--- config.mk ---
export PLATFORM = sky130hd
export DESIGN_NAME = vn_front
export DESIGN_NICKNAME = d
export VERILOG_FILES = /design/src/rtl/vn_pkg.sv /design/src/rtl/vn_front.sv
export SDC_FILE = /design/constraint.sdc
export NUM_CORES = 2
export LEC_CHECK = 0
export ABC_AREA = 1
export BUFFER_PORTS_ARGS = -buffer_cell sky130_fd_sc_hd__buf_4
export CORE_MARGIN = 2
export CORE_UTILIZATION = 30
export CTS_BUF_LIST = sky130_fd_sc_hd__clkbuf_16
export DETAILED_ROUTE_END_ITERATION = 6
export PLACE_DENSITY = 0.57
export SYNTH_ARGS = -nofsm -noshare
export SYNTH_HDL_FRONTEND = slang
export SYNTH_SLANG_ARGS = --single-unit
--- constraint.sdc ---
create_clock -name clk -period 31.9 [get_ports clk]
set_clock_uncertainty 0.05 [all_clocks]
set_input_delay 9.57 -clock clk [delete_from_list [all_inputs] [get_ports clk]]
set_output_delay 9.57 -clock clk [all_outputs]
set_load 0.005 [all_outputs]
--- src/rtl/vn_pkg.sv ---
// Shared types and constants for the vector normalizer.
`timescale 1ns / 1ps
package vn_pkg;

	localparam int QDEPTH = 4;
	localparam logic [15:0] MIN_LEN_RST = 16'd1;
	localparam logic [31:0] SUM_ONE = 32'd65536;
	localparam logic [15:0] UNIT_ONE = 16'd16384;

	typedef struct packed {
		logic signed [15:0] in_x;
		logic signed [15:0] in_y;
		logic signed [15:0] in_z;
	} vn_in_t;

	typedef struct packed {
		logic signed [15:0] unit_x;
		logic signed [15:0] unit_y;
		logic signed [15:0] unit_z;
		logic [15:0] length;
		logic degenerate;
	} vn_out_t;

	// classified request handed from front to back
	typedef struct packed {
		logic [2:0][30:0] m2;
		logic [2:0][15:0] pv;
		logic [2:0] sgn;
		logic [31:0] s;
		logic passthru;
		logic deg;
	} vn_entry_t;

endpackage

--- src/rtl/vn_front.sv ---
// Front end: squares, sum of squares and classification of each request.
`timescale 1ns / 1ps
module vn_front (
	input logic clk,
	input logic arst_n,
	input logic push,
	output logic full,
	input vn_pkg::vn_in_t item,
	input logic cfg_valid,
	input logic [15:0] cfg_data,
	output logic q_wr,
	output vn_pkg::vn_entry_t q_wdata,
	input logic q_full
);
	import vn_pkg::*;

	logic [15:0] min_length_q;
	logic [31:0] minsq_q;
	logic v_s1, v_s2;
	logic [2:0][30:0] m2_s1;
	logic [2:0][15:0] pv_s1;
	logic [2:0] sgn_s1;
	vn_entry_t ent_s2;
	logic fen;
	logic [2:0][15:0] comp;
	logic [2:0][30:0] m2_d;
	logic [2:0][15:0] pv_d;
	logic [31:0] s_d;
	logic unit_d, short_d;

	assign fen = !(v_s2 && q_full);
	assign full = !fen;
	assign q_wr = v_s2 && !q_full;
	assign q_wdata = ent_s2;

	always_ff @(posedge clk or negedge arst_n) begin
		if (!arst_n) begin
			min_length_q <= MIN_LEN_RST;
			minsq_q <= 32'd1;
		end else begin
			if (cfg_valid) min_length_q <= cfg_data;
			minsq_q <= 32'(min_length_q) * 32'(min_length_q);
		end
	end

	assign comp[0] = item.in_x;
	assign comp[1] = item.in_y;
	assign comp[2] = item.in_z;

	always_comb begin
		logic signed [31:0] p;
		logic signed [21:0] v;
		for (int i = 0; i < 3; i++) begin
			p = $signed({{16{comp[i][15]}}, comp[i]}) * $signed({{16{comp[i][15]}}, comp[i]});
			m2_d[i] = p[30:0];
			v = {comp[i], 6'b0};
			if (v > $signed({6'b0, UNIT_ONE})) pv_d[i] = UNIT_ONE;
			else if (v < -$signed({6'b0, UNIT_ONE})) pv_d[i] = -UNIT_ONE;
			else pv_d[i] = v[15:0];
		end
	end

	// stage 1: squares and pass-through values
	always_ff @(posedge clk or negedge arst_n) begin
		if (!arst_n) begin
			v_s1 <= 1'b0;
		end else if (fen) begin
			v_s1 <= push;
		end
	end

	always_ff @(posedge clk) begin
		if (fen) begin
			m2_s1 <= m2_d;
			pv_s1 <= pv_d;
			for (int i = 0; i < 3; i++) sgn_s1[i] <= comp[i][15];
		end
	end

	// stage 2: sum and classify
	assign s_d = 32'(m2_s1[0]) + 32'(m2_s1[1]) + 32'(m2_s1[2]);
	assign unit_d = (s_d == SUM_ONE);
	assign short_d = (s_d == 32'd0) || (s_d < minsq_q);

	always_ff @(posedge clk or negedge arst_n) begin
		if (!arst_n) begin
			v_s2 <= 1'b0;
		end else if (fen) begin
			v_s2 <= v_s1;
		end
	end

	always_ff @(posedge clk) begin
		if (fen) begin
			ent_s2.m2 <= m2_s1;
			ent_s2.pv <= pv_s1;
			ent_s2.sgn <= sgn_s1;
			ent_s2.s <= s_d;
			ent_s2.passthru <= unit_d || short_d;
			ent_s2.deg <= short_d && !unit_d;
		end
	end

endmodule

## After elaboration in Yosys (flattened, before gate mapping)

Index checks and enable logic that the tools add are counted.

| word-level totals | value |
|---|---|
| register bits | 372 |
| input bits | 69 |
| output and inout port bits | 180 |
| logic and storage cells | 52 |

| operators by class | value |
|---|---|
| add/subtract/negate cells | 2 |
| multipliers | 4 |
| magnitude comparators | 7 |
| eq/ne operators | 1 |
| multiplexer cells | 3 |
| reduce and logical (&&, ||, !) cells | 11 |

Operators by type and width:

| kind | number |
|---|---|
| multiplier 16 x 16 -> 31 bit | 3 |
| > comparator 22 x 16 -> 1 bit (second input constant) | 3 |
| less-than comparator 22 x 15 -> 1 bit (second input constant) | 3 |
| two-way mux 16 bit | 3 |
| adder 31 x 31 -> 32 bit | 1 |
| adder 32 x 31 -> 32 bit | 1 |
| equality test 32 x 17 -> 1 bit (second input constant) | 1 |
| logical NOT 32 bit | 1 |
| less-than comparator 32 bit | 1 |
| multiplier 16 x 16 -> 32 bit | 1 |
| OR reduction 2 bit | 3 |
| logical AND 1 bit | 3 |
| logical NOT 1 bit | 2 |
| logical OR 1 bit | 2 |

## Depth between registers and ports, before layout

| depth | value |
|---|---|
| depth after elaboration | 5 |
| mapped depth | 28 |
| depth with buffers taken out | 27 |

## Least setup slack after synthesis

Ideal clock, no wire load.

| timing path | value |
|---|---|
| path kind | input port to output port |
| start point | input q_full |
| end point | output full |
| data arrival time | 15.854 ns |
| data required time | 22.280 ns |
| setup slack | 6.426 ns |
| cell stages on the path | 2 |
| buffers on the path | 0 |
| cell sequence | nand2_1 inv_1 |

| on the way | value |
|---|---|
| cells in the longest elaborated chain, start to end | 1 |

RTL lines:

| element | line | RTL |
|---|---|---|
| start, declared | vn_front.sv:13 | `input logic q_full` |
| logical AND 1 bit | vn_front.sv:31 | `assign fen = !(v_s2 && q_full);` |
| end, declared | vn_front.sv:7 | `output logic full,` |

No other way between the ends.

## Worst setup path after layout

Ends and elaborated chain as after synthesis.

==> metrics <==
largest net degree at the start of global routing 68; yosys warns 0; Worst EP required 22.28 ns; syn_area_per_cell 9.17 um2; worst relative slew slack 40.3%; maxcap violations 0; H-tree depth 2; fin crit share 64.0%; initial antenna violation count 16; layout filler cell count 16700; clk_lat worst skew 0.64 ns; Via density 4.39; post-DP HPWL 106000 um; Routed Antenna Nets 0; synthesis-to-layout area growth 11.1%; CP Capture Type primary output; gpl congestion 0.892; Yosys top cell area share 36.5%; CTS sink count 329; DR iter-0 viols 1866; Post-CTS Setup Repair Bufs 0; maximum clock rate 49.0 MHz; RSZ-0062 raised after global routing no; Worst Setup Path Type primary input to primary output; Post-Syn Area 0.0484 mm2; #FFs+latches synth 329; chip width 406 um; Detailed Routing Iterations Pass 1 5; fin crit period 20.41 ns; IO Port Bufs 227; Num CTS Buffers 46; CTS tree built; CTS max path bufs 3; Initial Util 30.2%; crit-path max FO 58; die height 406 um; setup_tns 0 ns; Vias 33500; Die Area 0.164 mm2; Synth cell types 54; CTS root buf clkbuf_16; Congestion Overflow GR 0; std cell rows 147; Slew Limit Fails 0; Post-route DRC 0; top_reg_cell synth edfxtp_1; Arr. time, crit path 10.79 ns; CTS resizes 0; crit path launch type primary input; Critical R2R Launch min_length_q[13]; Synth Instances 5276; Final nets 6790; Post-synth ARST share 14.9%; wire per inst 16.6 um; hold_sp sgn_s1[2]; worst slew pin tran 0.896 ns; Total GRT Usage 15.9%; Hold Crit Class flop to flop; Crit. Startpoint q_full; CTS Hold Buffers Added 0; WL final 127000 um; Hold Violations, Final 0; status finished clean; layout cell share with drive strength beyond 1 7.09%; leading area contributor after synthesis fa_1; I/O Pins 249; EDFF count, synth 280; core area 0.160 mm2; hold_ws 0.363 ns; first-pass GRT wire length 202000 um; clock-pin transition on the worst setup and hold timing paths 0.05 ns; register area share after synthesis 19.9%; vias in the first global route 36600; setup violators final 0; top post-synthesis cells by area fa_1 (37%), edfxtp_1 (17%), inv_1 (12%)
[cell families after synthesis]
logic type	synth area share, %
buffers and inverters	13.9
AND/OR/NAND/NOR	11.7
adder cells (fa/ha/maj)	47.3
flip-flops	19.9
AO/OA/AOI/OAI	3.78
XOR/XNOR	3.26
multiplexers	0.116
other	0.00775
[metrics by stage]
| stage | cells | area [um2] | util [%] | setup WS, ns |
|---|---|---|---|---|
| after floorplan | 5297 | 48500 | - | 6.43 |
| after global placement | 7534 | 52200 | 32.6 | 11.46 |
| after detailed placement | 7534 | 52200 | 32.6 | 11.44 |
| after CTS | 7619 | 53700 | 33.5 | 11.43 |
| after global routing | 7620 | 53800 | 33.5 | 11.38 |
| final | 7621 | 53800 | 33.5 | 11.49 |
[cell usage after synthesis, types with 4 or more instances]
master    instances
ha_1            416
o21a_1            9
nand3_2           6
or2_2            11
edfxtp_1        280
nand3_1          82
dfrtp_1          47
a21oi_1         149
a21o_1           16
nand2_1         981
clkbuf_1        117
o21ai_0          71
nor3_1           21
inv_1          1605
nor2_2            8
inv_2            10
a211oi_1          4
o21ai_1           5
xor2_1          116
buf_1            14
fa_1            883
nor4_1           19
a31o_2            5
nor2_1          174
o221ai_1          4
a31oi_1           4
xnor2_1          64
a221oi_1          5
nand4_1          35
o21bai_1         19
buf_4            21
and2_1            6
mux2_2            5
o211ai_1          5
nand2_2          20
[cells in the final DEF (no fill, tap or decap), drive strengths merged, types with 5 or more instances in the layout]
| cell | netlist | routed |
|---|---|---|
| o21a | 9 | 9 |
| xnor2 | 64 | 64 |
| buf | 37 | 231 |
| a21boi | 6 | 6 |
| mux2 | 5 | 5 |
| nor2 | 185 | 185 |
| and2 | 8 | 8 |
| o21ai | 77 | 77 |
| nor3 | 24 | 24 |
| ha | 416 | 416 |
| a21oi | 152 | 152 |
| nor4 | 19 | 19 |
| inv | 1615 | 1622 |
| nand4 | 35 | 35 |
| edfxtp | 280 | 280 |
| or2 | 11 | 11 |
| clkbuf | 117 | 46 |
| nand3 | 88 | 88 |
| a21o | 16 | 16 |
| o211ai | 5 | 5 |
| fa | 883 | 883 |
| clkinvlp | 0 | 8 |
| nand2 | 1002 | 1002 |
| a31o | 5 | 5 |
| o21bai | 19 | 19 |
| xor2 | 116 | 116 |
| conb | 1 | 22 |
| dfrtp | 47 | 47 |
| a221oi | 5 | 5 |
| clkinv | 2 | 22 |
[critical path, stage by stage]
cell and delay (ns):
buf_4 0.12, nand2_4 0.60, inv_1 0.21, buf_4 0.20
[cell type report]
cell class | count | area, um2 | area share [%]
clock buffer | 46 | 1150 | 2.14
tap | 2160 | 2700 | 5.03
multi-input combinational | 3197 | 32100 | 59.7
timing repair buffer | 231 | 1730 | 3.23
antenna | 2 | 5.00 | 0.00931
inverter | 1617 | 6070 | 11.3
sequential | 329 | 9640 | 17.9
clock inverter | 39 | 362 | 0.673
[state kept, by name, summed over array words and instances, names as in the netlist]
register,flops
minsq_q,31
m2_s1,90
v_s2,1
sgn_s1,3
pv_s1,30
v_s1,1
min_length_q,16
q_wdata,157
[per-layer routing]
metal | up-vias | GRT usage, % | routed length (um)
met2 | 748 | 25.5 | 57500
li1 | 15800 | - | -
met5 | - | 0 | 23
met4 | 4 | 5.36 | 4340
met3 | 144 | 2.68 | 7530
met1 | 16800 | 21.9 | 57200
[final timing paths]
| path | endpoint | slack, ns | cells past startpoint |
|---|---|---|---|
| worst max-delay path | full | 11.49 | 4 |
| worst min-delay path | q_wdata[36] | 0.36 | 0 |
| worst max register to register | minsq_q[26] | 25.35 | 18 |
| worst min register to register | q_wdata[36] | 0.36 | 0 |
| max in group asynchronous | minsq_q[26] | 22.40 | 1 |
| min in group asynchronous | min_length_q[4] | 8.91 | 1 |
Power is not shown: default switching activity piles up to over one toggle a cycle in this logic, so the estimate is an artifact.
