`src/rtl/vn_pkg.sv`:
```
// Shared types and constants for the vector normalizer.
`timescale 1ns / 1ps
package vn_pkg;

	localparam int QDEPTH = 4;
	localparam logic [15:0] MIN_LEN_RST = 16'd1;
	localparam logic [31:0] SUM_ONE = 32'd65536;
	localparam logic [15:0] UNIT_ONE = 16'd16384;

	typedef struct packed {
		logic signed [15:0] in_x;
		logic signed [15:0] in_y;
		logic signed [15:0] in_z;
	} vn_in_t;

	typedef struct packed {
		logic signed [15:0] unit_x;
		logic signed [15:0] unit_y;
		logic signed [15:0] unit_z;
		logic [15:0] length;
		logic degenerate;
	} vn_out_t;

	// classified request handed from front to back
	typedef struct packed {
		logic [2:0][30:0] m2;
		logic [2:0][15:0] pv;
		logic [2:0] sgn;
		logic [31:0] s;
		logic passthru;
		logic deg;
	} vn_entry_t;

endpackage

```
`src/rtl/vn_fifo.sv`:
```
// Short request queue between front and back.
`timescale 1ns / 1ps
module vn_fifo #(
	parameter int DEPTH = vn_pkg::QDEPTH
) (
	input logic clk,
	input logic arst_n,
	input logic wr,
	input vn_pkg::vn_entry_t wdata,
	output logic full,
	input logic rd,
	output vn_pkg::vn_entry_t rdata,
	output logic empty
);
	import vn_pkg::*;

	localparam int PW = (DEPTH > 1) ? $clog2(DEPTH) : 1;
	localparam int CW = $clog2(DEPTH + 1);

	vn_entry_t mem_q [DEPTH];
	logic [PW-1:0] wp_q, rp_q;
	logic [CW-1:0] cnt_q;
	logic do_wr, do_rd;

	assign full = (cnt_q == CW'(DEPTH));
	assign empty = (cnt_q == '0);
	assign do_wr = wr && !full;
	assign do_rd = rd && !empty;
	assign rdata = mem_q[rp_q];

	always_ff @(posedge clk) begin
		if (do_wr) mem_q[wp_q] <= wdata;
	end

	always_ff @(posedge clk or negedge arst_n) begin
		if (!arst_n) begin
			wp_q <= '0;
			rp_q <= '0;
			cnt_q <= '0;
		end else begin
			if (do_wr) wp_q <= (wp_q == PW'(DEPTH - 1)) ? '0 : wp_q + PW'(1);
			if (do_rd) rp_q <= (rp_q == PW'(DEPTH - 1)) ? '0 : rp_q + PW'(1);
			if (do_wr && !do_rd) cnt_q <= cnt_q + CW'(1);
			else if (do_rd && !do_wr) cnt_q <= cnt_q - CW'(1);
		end
	end

endmodule

```
`config.mk`:
```
export PLATFORM = sky130hd
export DESIGN_NAME = vn_fifo
export DESIGN_NICKNAME = d
export VERILOG_FILES = /design/src/rtl/vn_pkg.sv /design/src/rtl/vn_fifo.sv
export SDC_FILE = /design/constraint.sdc
export NUM_CORES = 1
export LEC_CHECK = 0
export BUFFER_PORTS_ARGS = -buffer_cell sky130_fd_sc_hd__buf_2
export CORE_ASPECT_RATIO = 0.5
export CORE_MARGIN = 2
export CORE_UTILIZATION = 51
export CTS_BUF_LIST = sky130_fd_sc_hd__clkbuf_8
export CTS_CLUSTER_DIAMETER = 60
export DETAILED_ROUTE_END_ITERATION = 16
export PLACE_DENSITY = 0.72
export REMOVE_ABC_BUFFERS = 1
export SETUP_SLACK_MARGIN = 0.02
export SLEW_MARGIN = 20
export SYNTH_ARGS = -nofsm -noshare
export SYNTH_HDL_FRONTEND = slang
export SYNTH_SLANG_ARGS = --single-unit
```
`constraint.sdc`:
```
create_clock -name clk -period 10.9 [get_ports clk]
set_clock_uncertainty 0.2 [all_clocks]
set_input_delay 2.18 -clock clk [delete_from_list [all_inputs] [get_ports clk]]
set_output_delay 2.18 -clock clk [all_outputs]
set_load 0.005 [all_outputs]
```
* Word level (Yosys, flattened, before mapping)
Memory sizes are Yosys's and may differ from the RTL's. Index checks and enable logic that the tools add are counted.
Cells by class: add/subtract/negate cells 4, multiply operators 0, div/mod/pow operators 0, order comparisons 0, equality and inequality tests 3, shift operators 0, muxes and demuxes 6, bitwise gates (word level) 0, reduce and logical (&&, ||, !) cells 10
Operator list (number):
- $mux 3 | 2
- $add 2x1->2 const B | 2
- $eq 2x2->1 const B | 2
- $logic_and 1x1->1 | 4
- $logic_not 1->1 | 4
- $mux 2 | 2
- $add 3x1->3 const B | 1
- $eq 3x3->1 const B | 1
- $logic_not 3->1 | 1
- $sub 3x1->3 const B | 1
- $mux 1 | 2
- $reduce_bool 2->1 | 1
Storage, ports and cells: bits in registers 7, latch bits 0, memory bits (writable) 712, bits in read-only memories 0, output and inout bits 180, logic and storage cells 27, memories 1
Memory list:
- mem_q | words 4, bits a word 178, rd ports 1, clocked after memory_dff 0, write ports 1, RTL line vn_fifo.sv:20 | vn_entry_t mem_q [DEPTH];

* Logic depth before layout (Yosys ltp)
Gate-level depths: netlist of the first run.
word-level depth 7, gate-level depth with buffers 8, gate-level depth less buffers 8

* Worst setup path after synthesis of the first run
Ideal clock, no wire load.
path type in2reg, start point input port wr, end point memory mem_q[3][0] in the netlist's numbering, enable pin, data arrival time 9683 ps, slack 294 ps, stages on the path 2, buffers on the path 0, path through nand2_1 > nor2_1
On the way: cells in the longest elaborated chain, start to end 3
Ends and longest elaborated chain:
- start: declaration | RTL line vn_fifo.sv:8 | input logic wr,
- $logic_and 1x1->1 | RTL line vn_fifo.sv:27 | assign do_wr = wr && !full;
- $mux 1 | RTL line vn_fifo.sv:32 | if (do_wr) mem_q[wp_q] <= wdata;
- $mux 1 (not written as such) | RTL line vn_fifo.sv:32
- end: declaration | RTL line vn_fifo.sv:20
Every way passes these cells.

==> impl_results.md, run 1 <==
* Outcome: complete, no violations
* Flop pwr share at 0.488
* Count of final max-slew check failures at 0
* Synthesized cell area at 26,100 sq um
* Finished Core Util at 0.604
* TritonCTS Buffers at 96
* Clock Pin Slew Worst Setup and Hold Paths at 0.07 ns
* Antenna violations before repair at 11
* Crit Path Max Fanout at 48
* Area growth syn-to-layout at 16.7%
* HPWL after DPL at 30,000 microns
* Worst r2r src: cnt_q[2]
* Critical Path End: rdata[18]
* P_sw at 2250 uW
* Max cap viols at 0
* Die W at 324 microns
* RSZ-0062 raised after global routing: no
* I/O Buffers at 361
* Routed Antenna Nets at 0
* R2R Path End: mem_q[2][115]
* Postcts setup bufs at 0
* TNS Setup at 0 ns
* Setup violators final at 0
* Resize count post-CTS at 0
* Setup crit start: rp_q[0]
* Worst Path Required at 8.52 ns
* Yosys reg bits at 719
* Pwr/cell area at 259 nW/um^2
* Vias/cell at 5.37
* Async set-reset flop share out of synthesis at 0.00974
* Top_reg_cell synth: edfxtp_1
* YS warnings at 0
* First-pass iteration count of the detailed router at 5
* Logic gate share of total power at 0.274
* CTS tree: yes
* Initial detailed-routing violation count at 993
* Slew margin rel. at 0.203
* Yosys top cell by area: edfxtp_1
* Largest net degree at the start of global routing at 165
* Switching Fraction at 0.286
* Max Freq at 171 MHz
* Met3 WL at 1880 microns
* Avg Inst Size Synth at 27.0 sq um
* Post-route worst setup slack at 5.06 ns
* Leakage at 0.0103 uW
* WL met2 at 28,900 microns
* Global route total overflow at 0
* R2R Setup Slk at 7.60 ns
* Top Layer Used: met5
* DIE HEIGHT at 164 microns
* Crit path capture type: output port
* Vias in the first global route at 12,400
* Num rows at 58
* Clk network pwr share at 0.239
* Fraction of layout cells with a size suffix above 1 at 0.459
* R2R depth at 4
* Worst Path Arrival at 3.46 ns
* Setup WS pre-CTS at 5.65 ns
* Root Driver: clkbuf_8
* # DRC at 0
* I/O pin count at 362
* Worst-Margin Slew at 1.19 ns
* DR WL/cell at 23.4 microns
* Post-synth EDFFs at 712
* Post-Route WL at 50,700 microns
* Clk Latency, worst-skew pair at 0.66 ns
* Post-Syn Instances at 967
* Internal cell power at 5630 uW
* Hold Vio Cnt, Final at 0
* Synth cell types at 21
* Core area at 50,400 sq um
* Hold Path Class: register to register
* # clock sinks at 719
* Initial Utilization at 0.518
* # hold bufs at CTS at 0
* Top cells by area, synth: edfxtp_1 (82%), mux4_2 (15%), dfrtp_1 (0.67%), buf_6 (0.52%), buf_2 (0.40%)
* Yosys top cell area share at 0.819
* Cell with the most instances after synthesis: edfxtp_1
* Register area share after synthesis at 0.826
* H-tree depth at 3
* Die ar. at 53,100 sq um
* First-pass GRT wire length at 74,500 microns
* CP Class: register to output port
* Met1 Wirelength at 18,300 microns
* Peak VDD IR at 0.181 mV
* Final GP Congestion at 0.783
* Post-route clock period utilization at 0.535
* Final Net Count at 1,582
* Clk buf depth at 3
* Final min period at 5.84 ns
* Worst Setup Start Kind: register
* Via Count at 11,700
* GRT Util Overall at 0.191
* WHS Path Cells at 1
* Commonest cells in the netlist: edfxtp_1 (712), mux4_2 (178), buf_2 (21)
## worst min-delay path by stage
stage                   from        to
floorplan           cnt_q[2]  cnt_q[2]
global placement    cnt_q[2]  cnt_q[2]
detailed placement  cnt_q[2]  cnt_q[2]
CTS                 cnt_q[2]  cnt_q[2]
global route        cnt_q[2]  cnt_q[2]
finish              cnt_q[2]  cnt_q[2]
## cell usage in the layout (no fill, tap or decap), types with 2 or more instances in the layout
cell / Yosys / routed
dfrtp_4: 0 / 2
edfxtp_1: 712 / 712
diode_2: 0 / 10
nor3_1: 2 / 2
buf_12: 0 / 6
clkinvlp_4: 0 / 3
inv_6: 0 / 4
clkbuf_8: 0 / 97
mux2_2: 4 / 4
dfrtp_1: 7 / 5
clkinv_1: 0 / 31
clkinv_2: 0 / 10
mux4_2: 178 / 178
and2_4: 0 / 3
nor2_1: 3 / 2
bufinv_16: 0 / 4
buf_2: 21 / 361
xor2_1: 2 / 2
ha_1: 6 / 6
inv_1: 3 / 28
## routing by layer
| metal | GRT usage | vias to the layer above |
|---|---|---|
| met5 | 0 | - |
| met4 | 0.0846 | 2 |
| met3 | 0.0369 | 90 |
| met2 | 0.344 | 278 |
| met1 | 0.224 | 6202 |
| li1 | - | 5084 |
## stage by stage
stage / hold slack, ns / total power [uW] / instance area, sq um / instances
CTS: 0.350 / 8010 / 30400 / 2159
finish: 0.346 / 7890 / 30400 / 2169
global placement: 0.295 / 6070 / 28600 / 1985
detailed placement: 0.335 / 6130 / 28600 / 1985
floorplan: 0.277 / 5520 / 25800 / 927
global route: 0.366 / 8250 / 30400 / 2169
## critical path, stage by stage, from the launching register on
cell and delay, ns:
dfrtp_4 1.04, buf_4 0.85, mux4_2 0.62, buf_2 0.15
## kinds of logic after synthesis
| group | synth area share |
|---|---|
| flops | 0.826 |
| mux | 0.155 |
| buf+inv | 0.0108 |
| simple gates | 0.00240 |
| fa+ha+maj | 0.00364 |
| xor+xnor | 0.00101 |
| compound gates | 0.000576 |
## power by group through the flow
stage	clock network, uW	logic, uW	registers, uW
after global placement	0	2190	3870
after detailed placement	0	2220	3910
after global routing	2050	2300	3890
final	1880	2160	3850
after CTS	1940	2220	3850
after floorplan	0	1400	4120
## sequential cells by signal, summed over array words and instances (netlist names)
signal  cells
wp_q        2
cnt_q       3
mem_q     712
rp_q        2
## final cells by class
cell class | count | area (sq um)
antenna | 10 | 25.0
multi-input combinational | 205 | 4270
tap | 690 | 863
inverter | 3 | 11.3
clock buffer | 97 | 1340
clock inverter | 77 | 438
timing repair buffer | 368 | 1930
sequential | 719 | 21600
fill | 3517 | 19900
(Power assumes the default switching activity.)
==> run 2, diff against run 1 <==
--- a/config.mk
+++ b/config.mk
@@ -12,7 +12,7 @@
 export CTS_BUF_LIST = sky130_fd_sc_hd__clkbuf_8
 export CTS_CLUSTER_DIAMETER = 60
 export DETAILED_ROUTE_END_ITERATION = 16
-export PLACE_DENSITY = 0.72
+export PLACE_DENSITY = 0.75
 export REMOVE_ABC_BUFFERS = 1
 export SETUP_SLACK_MARGIN = 0.02
 export SLEW_MARGIN = 20
==> constraint.sdc (replaced) <==
create_clock -name clk -period 5 [get_ports clk]
set_clock_uncertainty 0.2 [all_clocks]
set_input_delay 1 -clock clk [delete_from_list [all_inputs] [get_ports clk]]
set_output_delay 1 -clock clk [all_outputs]
set_load 0.005 [all_outputs]
==> run 2 against run 1 <==
Hold slack got worse by 0.011 ns; register-to-register slack got worse by 5.6 ns; via count rose by 2.5%; largest power group unchanged; core utilization rose by 0.57 points; total power rose by 120%; clock-buffer cell count rose by 1.
==> impl_results.md, run 2 (synthesis results as in run 1) <==
* Hold Path Class: register to register
* Worst-Margin Slew at 0.989 ns (-0.206 ns)
* Final GP Congestion at 0.766 (-2.1%)
* Final min period at 4.02 ns
* First-pass GRT wire length at 76,700 microns (+3.0%)
* Clk buf depth at 3 (unchanged)
* Clock Pin Slew Worst Setup and Hold Paths at 0.06 ns (about the same)
* H-tree depth at 3 (unchanged)
* Vias/cell at 5.42 (+0.89%)
* Commonest non-fill, non-tap cells in the layout: edfxtp_1 (712), buf_2 (361), mux4_2 (178)
* Initial detailed-routing violation count at 921 (-7.3%)
* I/O pin count at 362 (unchanged)
* Vias in the first global route at 12,700 (+2.7%)
* Leakage at 0.0105 uW (+1.8%)
* Count of final max-slew check failures at 0 (unchanged)
* Setup violators final at 0 (unchanged)
* DIE HEIGHT at 164 microns (unchanged)
* Worst Path Arrival at 2.82 ns (-0.64 ns)
* Overall power at 17,300 uW (+120%)
* WHS Path Cells at 1 (unchanged)
* Peak VDD IR at 0.408 mV (+130%)
* # clock sinks at 719 (unchanged)
* Resize count post-CTS at 0 (unchanged)
* R2R Path End: mem_q[1][13]
* R2R depth at 4 (unchanged)
* Die ar. at 53,100 sq um (unchanged)
* Slew margin rel. at 0.341 (+0.137)
* Largest net degree at the start of global routing at 71 (-57%)
* Max FFs per register at 712 (unchanged)
* Worst Path Required at 3.80 ns (-4.72 ns)
* TNS Setup at 0 ns (unchanged)
* RSZ-0062 raised after global routing: no
* Fraction of layout cells with a size suffix above 1 at 0.465 (+0.00543)
* Num rows at 58 (unchanged)
* Final Net Count at 1,608 (+1.6%)
* Global route total overflow at 0 (unchanged)
* GRT Util Overall at 0.197 (+0.00617)
* Post-route clock period utilization at 0.805
* Post-Route WL at 52,500 microns (+3.5%)
* CP Class: register to output port
* DR WL/cell at 23.8 microns (+1.9%)
* TritonCTS Buffers at 96 (unchanged)
* Antenna violations before repair at 16 (+5)
* Worst Hold Path EP: cnt_q[2]
* Root Driver: clkbuf_8
* Max Freq at 249 MHz
* Via Count at 11,900 (+2.5%)
* Crit Path Max Fanout at 40 (-17%)
* I/O Buffers at 361 (unchanged)
* Outcome: complete, no violations
* Pwr/cell area at 563 nW/um^2 (+120%)
* Biggest regs: mem_q x712, cnt_q x3
* Worst Setup Start Kind: register
* HPWL after DPL at 33,500 microns (+12%)
* First-pass iteration count of the detailed router at 7 (+2)
* # DRC at 0 (unchanged)
* Clk Latency, worst-skew pair at 0.66 ns (about the same)
* Hold Vio Cnt, Final at 0 (unchanged)
* R2R Setup Slk at 2.05 ns (-5.55 ns)
* Die W at 324 microns (unchanged)
* Max cap viols at 0 (unchanged)
* Hold_sp: cnt_q[2]
* Crit path capture type: output port
* Routed Antenna Nets at 0 (unchanged)
* Most common cell after layout, fill and taps aside: edfxtp_1
* CTS tree: yes
* Area growth syn-to-layout at 17.8%
* Worst r2r src: cnt_q[2]
* Register bank with the most flops: mem_q
* Initial Utilization at 0.518 (unchanged)
* Core area at 50,400 sq um (unchanged)
==> run 2: worst max path at each step <==
stage,startpoint,slack [ns],end,cells after the start
floorplan,wr,-4.43,mem_q[3][0],2
global placement,rp_q[0],1.61,rdata[163],3
detailed placement,wr,1.55,mem_q[1][6],4
CTS,rp_q[0],0.85,rdata[86],3
global route,rp_q[0],0.75,rdata[163],3
finish,rp_q[0],0.98,rdata[163],3
==> run 2: final cells by class <==
cell class                 count  area (sq um)
clock inverter                78           370
clock buffer                  98          1350
timing repair buffer         394          2260
tap                          690           863
sequential                   719         21600
fill                        3413         19600
inverter                       3          11.3
antenna                       17          42.5
multi-input combinational    205          4270
==> run 2: power by group <==
group / leakage (uW) / switching [uW] / internal [uW] / total (uW)
combinational: 0.00288 / 2470 / 2440 / 4910
clock: 0.00101 / 2080 / 1890 / 3970
sequential: 0.00660 / 463 / 7940 / 8400
total: 0.0105 / 5020 / 12300 / 17300
==> run 2: layer usage <==
metal,track usage,vias to the layer above,share of wire
li1,-,5166,-
met1,0.233,6349,0.37
met2,0.349,333,0.56
met3,0.0381,101,0.038
met4,0.0955,0,0.035
met5,0,-,0
==> run 2: per-stage QoR <==
stage | cells | area [sq um] | hold WS [ns] | worst slack, ns | util
6_report | 2204 | 30700 | 0.334 | 0.977 | 0.610
3_3_place_gp | 2010 | 29000 | 0.290 | 1.61 | 0.575
4_1_cts | 2187 | 30700 | 0.284 | 0.849 | 0.609
2_1_floorplan | 927 | 25800 | 0.277 | -4.43 | -
5_1_grt | 2202 | 30700 | 0.299 | 0.746 | 0.610
3_5_place_dp | 2010 | 29000 | 0.325 | 1.55 | 0.575
==> run 2: timing repair <==
action / 4_1_cts / 5_1_grt
setup buffers: 0 / 0
hold buffers: 1 / 0
endpoints found under the hold margin: 7 / 0
==> run 2: critical path, cell delays in order (launching register included) <==
cell     delay [ns]
dfrtp_4        0.98
buf_12         0.37
mux4_2         0.57
buf_2          0.15
